--- src/rtl/swhc_pkg.sv ---
`timescale 1ns / 1ps
`default_nettype none
// ----------------------------------------------------------------------------
// Sliding window hit counter package
// Shared types, constants and saturating helpers.
// ----------------------------------------------------------------------------
package swhc_pkg;

   localparam int unsigned BUCKETS_DEFAULT = 512;
   localparam int unsigned TS_W            = 32;
   localparam int unsigned CNT_W           = 32;
   localparam int unsigned WIN_W           = 10;
   localparam logic [WIN_W-1:0] WINDOW_RESET = WIN_W'(300);
   localparam logic [CNT_W-1:0] CNT_MAX      = '1;

   localparam logic OP_HIT   = 1'b0;
   localparam logic OP_QUERY = 1'b1;

   typedef struct packed {
      logic            is_query;
      logic [TS_W-1:0] stamp;
   } item_type;

   typedef struct packed {
      logic [TS_W-1:0]  stamp;
      logic [CNT_W-1:0] hits;
   } bucket_type;

   typedef enum logic [1:0] {
      ST_IDLE,
      ST_READ,
      ST_CHECK,
      ST_APPLY
   } state_type;

   function automatic logic [CNT_W-1:0] sat_inc(input logic [CNT_W-1:0] a);
      sat_inc = (a == CNT_MAX) ? a : a + 1'b1;
   endfunction

   function automatic logic [CNT_W-1:0] sat_sub(input logic [CNT_W-1:0] a,
                                                input logic [CNT_W-1:0] b);
      sat_sub = (a >= b) ? a - b : '0;
   endfunction

endpackage
`default_nettype wire

--- src/rtl/swhc_front.sv ---
`timescale 1ns / 1ps
`default_nettype none
// ----------------------------------------------------------------------------
// Sliding window hit counter front end
// Accepts requests, classifies them and holds them in a short queue.
// ----------------------------------------------------------------------------
module swhc_front (
   input  wire logic                    clock,
   input  wire logic                    reset,
   input  wire logic                    req_valid,
   output logic                         req_ready,
   input  wire logic                    req_op,
   input  wire logic [31:0]             req_timestamp,
   output logic                         q_valid,
   input  wire logic                    q_ready,
   output swhc_pkg::item_type           q_item
);
   import swhc_pkg::*;

   localparam int unsigned QUEUE_DEPTH = 2;
   localparam int unsigned QPTR_W      = $clog2(QUEUE_DEPTH);

   item_type                 entry_ff [QUEUE_DEPTH];
   logic [QPTR_W-1:0]        wr_ptr_ff, wr_ptr_in;
   logic [QPTR_W-1:0]        rd_ptr_ff, rd_ptr_in;
   logic [QPTR_W:0]          count_ff,  count_in;
   logic                     push, pop;

   assign req_ready = (count_ff != (QPTR_W+1)'(QUEUE_DEPTH));
   assign q_valid   = (count_ff != '0);
   assign q_item    = entry_ff[rd_ptr_ff];
   assign push      = req_valid && req_ready;
   assign pop       = q_valid && q_ready;

   always_comb begin
      wr_ptr_in = push ? wr_ptr_ff + 1'b1 : wr_ptr_ff;
      rd_ptr_in = pop  ? rd_ptr_ff + 1'b1 : rd_ptr_ff;
      count_in  = count_ff + (QPTR_W+1)'(push) - (QPTR_W+1)'(pop);
   end

   always_ff @(posedge clock) begin
      if (reset) begin
         wr_ptr_ff <= '0;
         rd_ptr_ff <= '0;
         count_ff  <= '0;
      end else begin
         wr_ptr_ff <= wr_ptr_in;
         rd_ptr_ff <= rd_ptr_in;
         count_ff  <= count_in;
      end
   end

   always_ff @(posedge clock) begin
      if (push) begin
         entry_ff[wr_ptr_ff] <= '{is_query: (req_op == OP_QUERY), stamp: req_timestamp};
      end
   end

endmodule
`default_nettype wire

--- config.mk ---
export PLATFORM = sky130hd
export DESIGN_NAME = swhc_front
export DESIGN_NICKNAME = d
export VERILOG_FILES = /design/src/rtl/swhc_pkg.sv /design/src/rtl/swhc_front.sv
export SDC_FILE = /design/constraint.sdc
export NUM_CORES = 1
export LEC_CHECK = 0
export ABC_CLOCK_PERIOD_IN_PS = 5400
export BUFFER_PORTS_ARGS = -buffer_cell sky130_fd_sc_hd__buf_2
export CAP_MARGIN = 40
export CORE_UTILIZATION = 55
export DETAILED_ROUTE_END_ITERATION = 7
export PLACE_DENSITY = 0.83
export SETUP_SLACK_MARGIN = 0.4
export SLEW_MARGIN = 25
export SYNTH_ARGS = -nofsm -noshare
export SYNTH_HDL_FRONTEND = slang
export SYNTH_SLANG_ARGS = --single-unit
export TNS_END_PERCENT = 1
--- constraint.sdc ---
create_clock -name clock -period 5.4 [get_ports clock]
set_clock_uncertainty 0.2 [all_clocks]
set_input_delay 0.54 -clock clock [delete_from_list [all_inputs] [get_ports clock]]
set_output_delay 0.54 -clock clock [all_outputs]
set_load 0.01 [all_outputs]
==> summary.md, run 1 <==
| Metric | Value |
|---|---|
| Status | finished, violations left |
| Failing checks | DRC |
| Most common cell after layout, fill and taps aside | buf_2 |
| Sw frac | 0.247 |
| CP Data Arrival Time | 1.77 ns |
| Yosys cell types | 22 |
| Root Buffer | clkbuf_8 |
| Final Hold Vio Count | 0 |
| Share of layout cells above drive strength 1 | 0.562 |
| CP max stage delay | 0.49 ns |
| HP Class | input port to flop |
| Clock power frac | 0.304 |
| Core area | 4470 um^2 |
| Synthesized netlist cell count | 132 |
| Setup-failing EPs final | 0 |
| Starting Density | 0.588 |
| Finished Core Util | 0.728 |
| Fillers | 270 |
| Post-CTS Resized | 0 |
| Area Growth Syn to Fin | 23.7% |
| Die W | 71.2 um |
| Pwr Density | 435 nW/um^2 |
| Slew headroom | 0.702 |
| Register share of total power | 0.490 |
| Flops & latches, synth | 71 |
| Fmax | 0.398 GHz |
| Worst Path Required | 4.66 ns |
| Fin Hold WS | 0.195 ns |
| Setup slack, reg-to-reg | 3.61 ns |
| Final Cycle Share | 0.466 |
| Total wire length | 4430 um |
| GRT Util Overall | 0.191 |
| Cts hold-fix bufs | 0 |
| Antenna Nets Post-Route | 0 |
| DR vias | 1,437 |
| Die Y | 71.2 um |
| Final WS setup | 2.89 ns |
| Max Cap Viol | 0 |
| RSZ-0062 raised after global routing | no |
| Drt first pass iters | 6 |
| Initial antenna violation count | 0 |
| # port buffers | 71 |
| Critical path fanouts, max | 27 |
| Pleak | 1.26 nW |
| Final Max Tran Viols | 0 |
| Post-CTS Setup Bufs | 0 |
| Initial drt markers | 125 |
| Htree depth | 3 |
| Slowest-stage cell, CP | dfxtp_1 |
| Clk Latency, worst-skew pair | 0.33 ns |
| First-pass GRT wire length | 7020 um |
| Post-route setup TNS | 0 ns |
| Clk slew on worst S/H paths | 0.07 ns |
| Longest Clk Path Bufs | 2 |
| Largest net degree at the start of global routing | 34 |
| Placer Congestion | 0.672 |
| Syn Nets | 170 |
| Sequential share of the synthesized area | 0.791 |
| Syn_area_per_cell | 19.9 um^2 |
| CP Class | flop to primary output |
| CP Capture Type | primary output |
| Slew @ Worst Pin | 0.447 ns |
| CTS tree | yes |
| Most frequent cells in the layout | buf_2, edfxtp_1, mux2_2 |
| Ys Warns | 0 |
| Tmin final | 2.51 ns |
| Gate power share | 0.206 |
| Diode count | 0 |
| NumNets Final | 251 |
| Cell internal pwr | 1.07 mW |
| Num CTS Buffers | 9 |
| # clock sinks | 71 |
| Synthesized area | 2630 um^2 |
| CP Launch Type | flop |
| Placed cell areas | 3050 um^2 |
| Num ports | 72 |
| Net switching power | 0.350 mW |
| Vias per Instance | 5.34 |
| DRC viols | 5 |
| Post-DP HPWL | 2940 um |
| Post-route cell area | 3260 um^2 |
| Place WS | 3.24 ns |
| Avg WL per Cell | 16.4 um |
| Global route total overflow | 0 |
| Die Footprint | 5060 um^2 |
| Num rows | 24 |
| Crit-path cells | buf_4 -> mux2_2 -> buf_2 |
| Vias in the first global route | 1,448 |
| Worst VDD drop | 236 uV |
## state kept, by name (all words and copies together) (netlist names), named ones only
register   flops
count_ff       2
entry_ff      66
wr_ptr_ff      1
rd_ptr_ff      1
## routing by layer
| metal | GRT usage | routed length, um |
|---|---|---|
| met3 | 0.0598 | 243 |
| met1 | 0.240 | 1810 |
| met2 | 0.305 | 2300 |
| met5 | 0 | 0 |
| met4 | 0.0911 | 65 |
## final timing paths
path                                   endpoint              start  depth (start not counted)
worst max-delay path                  q_item[1]               flop                          3
worst min-delay path            entry_ff[0][27]  req_timestamp[27]                          1
worst max register to register  entry_ff[1][28]        count_ff[0]                          3
worst min register to register        rd_ptr_ff          rd_ptr_ff                          2
## through the flow
step / std cells / power [mW]
after global routing: 269 / 1.48
final: 269 / 1.42
after global placement: 254 / 0.985
after CTS: 269 / 1.43
after floorplan: 132 / 0.888
after detailed placement: 254 / 1.00
## cell type report
cell class / instances / area [um^2] / area share
sequential: 71 / 2080 / 0.640
multi-input combinational: 56 / 526 / 0.161
timing repair buffer: 74 / 378 / 0.116
clock buffer: 10 / 128 / 0.0392
clock inverter: 5 / 73.8 / 0.0227
tap: 52 / 65.1 / 0.0200
inverter: 1 / 3.75 / 0.00115
## kinds of logic after synthesis
| kind of cell | after synthesis | share of synthesized area |
|---|---|---|
| flip-flops | 71 | 0.791 |
| multiplexers | 34 | 0.146 |
| AND/OR/NAND/NOR | 13 | 0.0266 |
| AO/OA/AOI/OAI | 7 | 0.0195 |
| buffers and inverters | 5 | 0.00903 |
| XOR/XNOR | 1 | 0.00333 |
| adder cells (fa/ha/maj) | 1 | 0.00475 |
## power by group through the flow
stage	combinational (mW)	sequential, mW	clock (mW)
after detailed placement	0.294	0.707	0
after CTS	0.297	0.695	0.437
after global routing	0.314	0.702	0.461
after global placement	0.283	0.702	0
final	0.292	0.694	0.430
after floorplan	0.192	0.696	0
## critical path, delay by kind of cell, from the launching register on
family | cells | cell delay, ns
buf+inv | 2 | 0.56
flops | 1 | 0.49
mux | 1 | 0.40
## cell usage after synthesis, drive strengths merged
library cell	instances	area, um^2
a21bo	2	20.0
ha	1	12.5
dfxtp	5	100
buf	4	20.0
a211oi	1	7.51
a21oi	1	5.00
mux2	34	383
nand3b	1	7.51
nand2b	1	6.26
o21ai	2	10.0
edfxtp	66	1980
xor2	1	8.76
inv	1	3.75
nand3	1	5.00
and2b	1	7.51
nor2	5	18.8
and3	1	6.26
or2	1	6.26
nor2b	2	12.5
a32oi	1	8.76
Note: power is estimated with default switching activity, not from simulation.
==> run 2, diff against run 1 <==
- ABC_CLOCK_PERIOD_IN_PS: 5400 -> 2150
- CORE_UTILIZATION: 55 -> 46
- PLACE_DENSITY: 0.83 -> 0.74
- clock period: 5.4 -> 2.15 ns (I/O delays scaled with it)
==> summary.md, run 2 (synthesis results as in run 1) <==
| Metric | Value |
|---|---|
| Status | completed |
| Num ports | 72 |
| DR vias | 1,562 |
| Final Hold Vio Count | 0 |
| Post-route setup TNS | 0 ns |
| # port buffers | 71 |
| Reg-to-Reg End | count_ff[1] |
| Antenna Nets Post-Route | 0 |
| CP Launch Type | flop |
| Most frequent cells in the layout | buf_2, edfxtp_1, dlygate4sd3_1 |
| Die Y | 77.6 um |
| RSZ-0062 raised after global routing | yes |
| R2R cell count | 6 |
| Placer Congestion | 0.673 |
| Vias per Instance | 4.78 |
| Longest Clk Path Bufs | 2 |
| Core area | 5510 um^2 |
| Setup-failing EPs final | 0 |
| Largest regs | entry_ff: 66 flops, count_ff: 2 flops |
| CP Capture Type | primary output |
| Placed cell areas | 3120 um^2 |
| Htree depth | 3 |
| Num CTS Buffers | 9 |
| Die W | 77.6 um |
| CP Class | flop to primary output |
| Slew headroom | 0.803 |
| Num rows | 27 |
| DRC viols | 0 |
| Starting Density | 0.478 |
| Initial drt markers | 66 |
| Met1 WL | 2050 um |
| Vias in the first global route | 1,571 |
| Place WS | 0.394 ns |
| Die Footprint | 6030 um^2 |
| Largest net degree at the start of global routing | 24 |
| # clock sinks | 71 |
| Final Max Tran Viols | 0 |
| Max layer used | met4 |
| Share of layout cells above drive strength 1 | 0.502 |
| Critical path fanouts, max | 17 |
| Slew @ Worst Pin | 0.296 ns |
| Pleak | 1.41 nW |
| First-pass GRT wire length | 7410 um |
| Final WS setup | 0.358 ns |
| Max Cap Viol | 0 |
| Metal3 WL | 236 um |
| R2r startpoint | count_ff[1] |
| Worst VDD drop | 543 uV |
| Global route total overflow | 0 |
| Fmax | 0.558 GHz |
| GRT Util Overall | 0.170 |
| Root Buffer | clkbuf_8 |
| Met2 routed wirelength | 2340 um |
| Clk Latency, worst-skew pair | 0.33 ns |
| CP Capture Point | q_item[22] |
| Most flop-heavy register | entry_ff |
| NumNets Final | 288 |
| Avg WL per Cell | 14.4 um |
| Max reg flops | 66 |
| Most common cell after layout, fill and taps aside | buf_2 |
| Final Cycle Share | 0.833 |
| Setup slack, reg-to-reg | 0.39 ns |
| Post-CTS Setup Bufs | 0 |
| Clk slew on worst S/H paths | 0.06 ns |
| CP Data Arrival Time | 1.38 ns |
| Drt first pass iters | 4 |
| Diode count | 0 |
| CTS tree | yes |
| Post-route cell area | 3690 um^2 |
| Tmin final | 1.79 ns |
| Area Growth Syn to Fin | 40.3% |
| Initial antenna violation count | 0 |
| Total wire length | 4720 um |
| Pwr Density | 975 nW/um^2 |
| Worst Path Required | 1.74 ns |
| Post-DP HPWL | 2780 um |
| HP Class | input port to flop |
[run 2: cell type report]
| cell class | instances | area [um^2] |
|---|---|---|
| Inverter | 1 | 7.51 |
| Clock inverter | 4 | 46.3 |
| Multi-Input combinational cell | 56 | 534 |
| Timing Repair Buffer | 111 | 793 |
| Tap cell | 72 | 90.1 |
| Clock buffer | 12 | 135 |
| Fill cell | 364 | 1810 |
| Sequential cell | 71 | 2090 |
[run 2: layer usage]
| layer | vias to the layer above | track usage |
|---|---|---|
| met4 | 0 | 0.0906 |
| met5 | - | 0 |
| li1 | 755 | - |
| met2 | 48 | 0.280 |
| met1 | 752 | 0.199 |
| met3 | 7 | 0.0541 |
[run 2: stage by stage]
step | util | power (mW) | instances | hold WS [ns]
2_1_floorplan | - | 2.24 | 132 | 0.0841
3_3_place_gp | 0.566 | 2.52 | 276 | 0.203
3_5_place_dp | 0.566 | 2.53 | 276 | 0.208
4_1_cts | 0.671 | 3.63 | 327 | 0.0551
5_1_grt | 0.671 | 3.76 | 327 | 0.0958
6_report | 0.671 | 3.60 | 327 | 0.0732
[run 2: critical path, cell delays in order, from the launching register on]
cell	delay, ns
dfxtp_4	0.40
buf_12	0.16
mux2_2	0.35
buf_2	0.14
[run 2: how the worst min path moves through the flow]
stage                     slack (ns)  cells after the start               to              start
after floorplan                 0.08                      1        wr_ptr_ff              reset
after global placement          0.20                      1   entry_ff[0][9]   req_timestamp[9]
after detailed placement        0.21                      1  entry_ff[0][26]  req_timestamp[26]
after CTS                       0.06                      3        wr_ptr_ff          req_valid
after global routing             0.1                      3        wr_ptr_ff          req_valid
final                           0.07                      3        wr_ptr_ff          req_valid
[run 2: report_power, final]
part,switching [mW],internal [mW]
logic,0.397,0.472
registers,0.0632,1.68
clock network,0.452,0.532
[run 2: timing repair]
| item | CTS | global route |
|---|---|---|
| hold buffers | 34 | 0 |
| hold endpoints to repair | 70 | 0 |
| gates resized for setup | 8 | 0 |
| endpoints found under the setup margin | 34 | 75 |
| cloned | 1 | 0 |
==> run 3, diff against run 2 <==
- ABC_CLOCK_PERIOD_IN_PS: 2150 -> 1650
- CORE_UTILIZATION: 46 -> 51
- PLACE_DENSITY: 0.74 -> 0.78
- clock period: 2.15 -> 1.65 ns (I/O delays scaled with it)
==> summary.md, run 3 (synthesis results as in run 1) <==
| Metric | Value |
|---|---|
| Status | finished, violations left |
| Failing checks | setup timing |
| Post-DP HPWL | 3360 um |
| Final Cycle Share | 1.05 |
| Hold endpoint | count_ff[1] |
| Pwr Density | 1260 nW/um^2 |
| Die Y | 73.8 um |
| Fin Hold WS | 0.0119 ns |
| Setup slack, reg-to-reg | 0.04 ns |
| Max reg flops | 66 |
| Initial antenna violation count | 1 |
| Fillers | 259 |
| R2r startpoint | count_ff[1] |
| WHS Path Cells | 3 |
| DRC viols | 0 |
| Max Cap Viol | 0 |
| Most flop-heavy register | entry_ff |
| Dpl cells | 275 |
| Slew headroom | 0.831 |
| Final WS setup | -0.0743 ns |
| Cell internal pwr | 3.70 mW |
| Gate power share | 0.296 |
| GRT Util Overall | 0.218 |
| CP Launch Type | flop |
| Setup-failing EPs final | 33 |
| Most frequent cells in the layout | edfxtp_1, buf_2, dlygate4sd3_1 |
| Final Max Tran Viols | 0 |
| Vias in the first global route | 1,732 |
| Multi-input gate area | 603 um^2 |
| Num rows | 25 |
| Share of layout cells above drive strength 1 | 0.523 |
| RSZ-0062 raised after global routing | yes |
| First-pass GRT wire length | 8090 um |
| Net switching power | 1.27 mW |
| Final Hold Vio Count | 0 |
| Reg-to-Reg End | count_ff[1] |
| Pleak | 1.53 nW |
| Starting Density | 0.543 |
| Post-Layout Cell Count | 326 |
| Register share of total power | 0.461 |
| Largest net degree at the start of global routing | 19 |
| Clock power frac | 0.243 |
| Htree depth | 3 |
| Post-route setup TNS | -1.83 ns |
| Finished Core Util | 0.814 |
| Root Buffer | clkbuf_8 |
| Num CTS Buffers | 9 |
| Global route total overflow | 0 |
| Fmax | 0.580 GHz |
| Avg WL per Cell | 16.9 um |
| Total wire length | 5510 um |
| Antenna Nets Post-Route | 0 |
| Clk Latency, worst-skew pair | 0.33 ns |
| # clock sinks | 71 |
| Clk slew on worst S/H paths | 0.07 ns |
| # port buffers | 71 |
| Longest Clk Path Bufs | 2 |
| Placer Congestion | 0.667 |
| Tmin final | 1.72 ns |
| DR vias | 1,614 |
| Worst hold start | reset |
| Die Footprint | 5450 um^2 |
| NumNets Final | 291 |
| Largest regs | entry_ff: 66 flops, count_ff: 2 flops |
| CP Data Arrival Time | 1.36 ns |
| R2R cell count | 6 |
| Most common cell after layout, fill and taps aside | edfxtp_1 |
| CTS tree | yes |
| Sw frac | 0.256 |
| Die W | 73.8 um |
| HP Class | input port to flop |
| CP Class | flop to primary output |
| Worst Path Required | 1.28 ns |
| Vias per Instance | 4.95 |
| Area Growth Syn to Fin | 50.0% |
| Num ports | 72 |
| Critical path fanouts, max | 9 |
| Core area | 4850 um^2 |
| CP Capture Type | primary output |
| Seq. cell area | 2090 um^2 |
| Worst VDD drop | 859 uV |
| Initial drt markers | 81 |
| Drt first pass iters | 6 |
| Slew @ Worst Pin | 0.253 ns |
-- run 3: worst max-delay path by stage --
stage	start	cells past startpoint	slack (ns)	to
6_report	flop	3	-0.07	q_item[24]
3_5_place_dp	count_ff[1]	6	-0.06	count_ff[1]
2_1_floorplan	count_ff[0]	3	-0.05	entry_ff[0][0]
5_1_grt	flop	3	-0.12	q_item[11]
3_3_place_gp	count_ff[1]	6	0.01	count_ff[1]
4_1_cts	flop	3	-0.08	q_item[17]
-- run 3: power by group through the flow --
stage | sequential, mW | combinational (mW) | clock [mW]
6_report | 2.30 | 1.47 | 1.21
5_1_grt | 2.31 | 1.56 | 1.31
4_1_cts | 2.29 | 1.45 | 1.22
3_5_place_dp | 2.31 | 1.07 | 0
3_3_place_gp | 2.29 | 1.03 | 0
2_1_floorplan | 2.28 | 0.641 | 0
-- run 3: per-layer routing --
metal,vias up,part of all wire,global-route usage
li1,763,-,-
met1,793,0.37,0.226
met2,46,0.57,0.396
met3,12,0.031,0.0535
met4,0,0.030,0.126
met5,-,0,0
-- run 3: timing repair --
item | CTS | global route
resized for setup | 50 | 3
setup buffers | 0 | 0
setup endpoints to repair | 103 | 104
cloned | 0 | 0
pin swaps | 6 | 2
endpoints found under the hold margin | 70 | 0
hold buffers | 34 | 0
-- run 3: layout make-up --
| type | instances | area share |
|---|---|---|
| sequential | 71 | 0.530 |
| timing repair buffer | 114 | 0.250 |
| multi-input combinational | 56 | 0.153 |
| clock buffer | 15 | 0.0422 |
| tap | 67 | 0.0212 |
| inverter | 1 | 0.00190 |
| clock inverter | 1 | 0.00127 |
| antenna | 1 | 0.000634 |
-- run 3: per-stage QoR --
| step | worst slack (ns) | area, um^2 | power [mW] |
|---|---|---|---|
| finish | -0.0743 | 3950 | 4.98 |
| global route | -0.118 | 3950 | 5.17 |
| detailed placement | -0.0591 | 3180 | 3.38 |
| global placement | 0.0125 | 3180 | 3.32 |
| floorplan | -0.0461 | 2650 | 2.92 |
| CTS | -0.0771 | 3930 | 4.96 |
-- run 3: critical path, stage by stage, from the launching register on --
cell and delay [ns]:
dfxtp_4 0.39, buf_6 0.15, mux2_2 0.34, buf_2 0.14
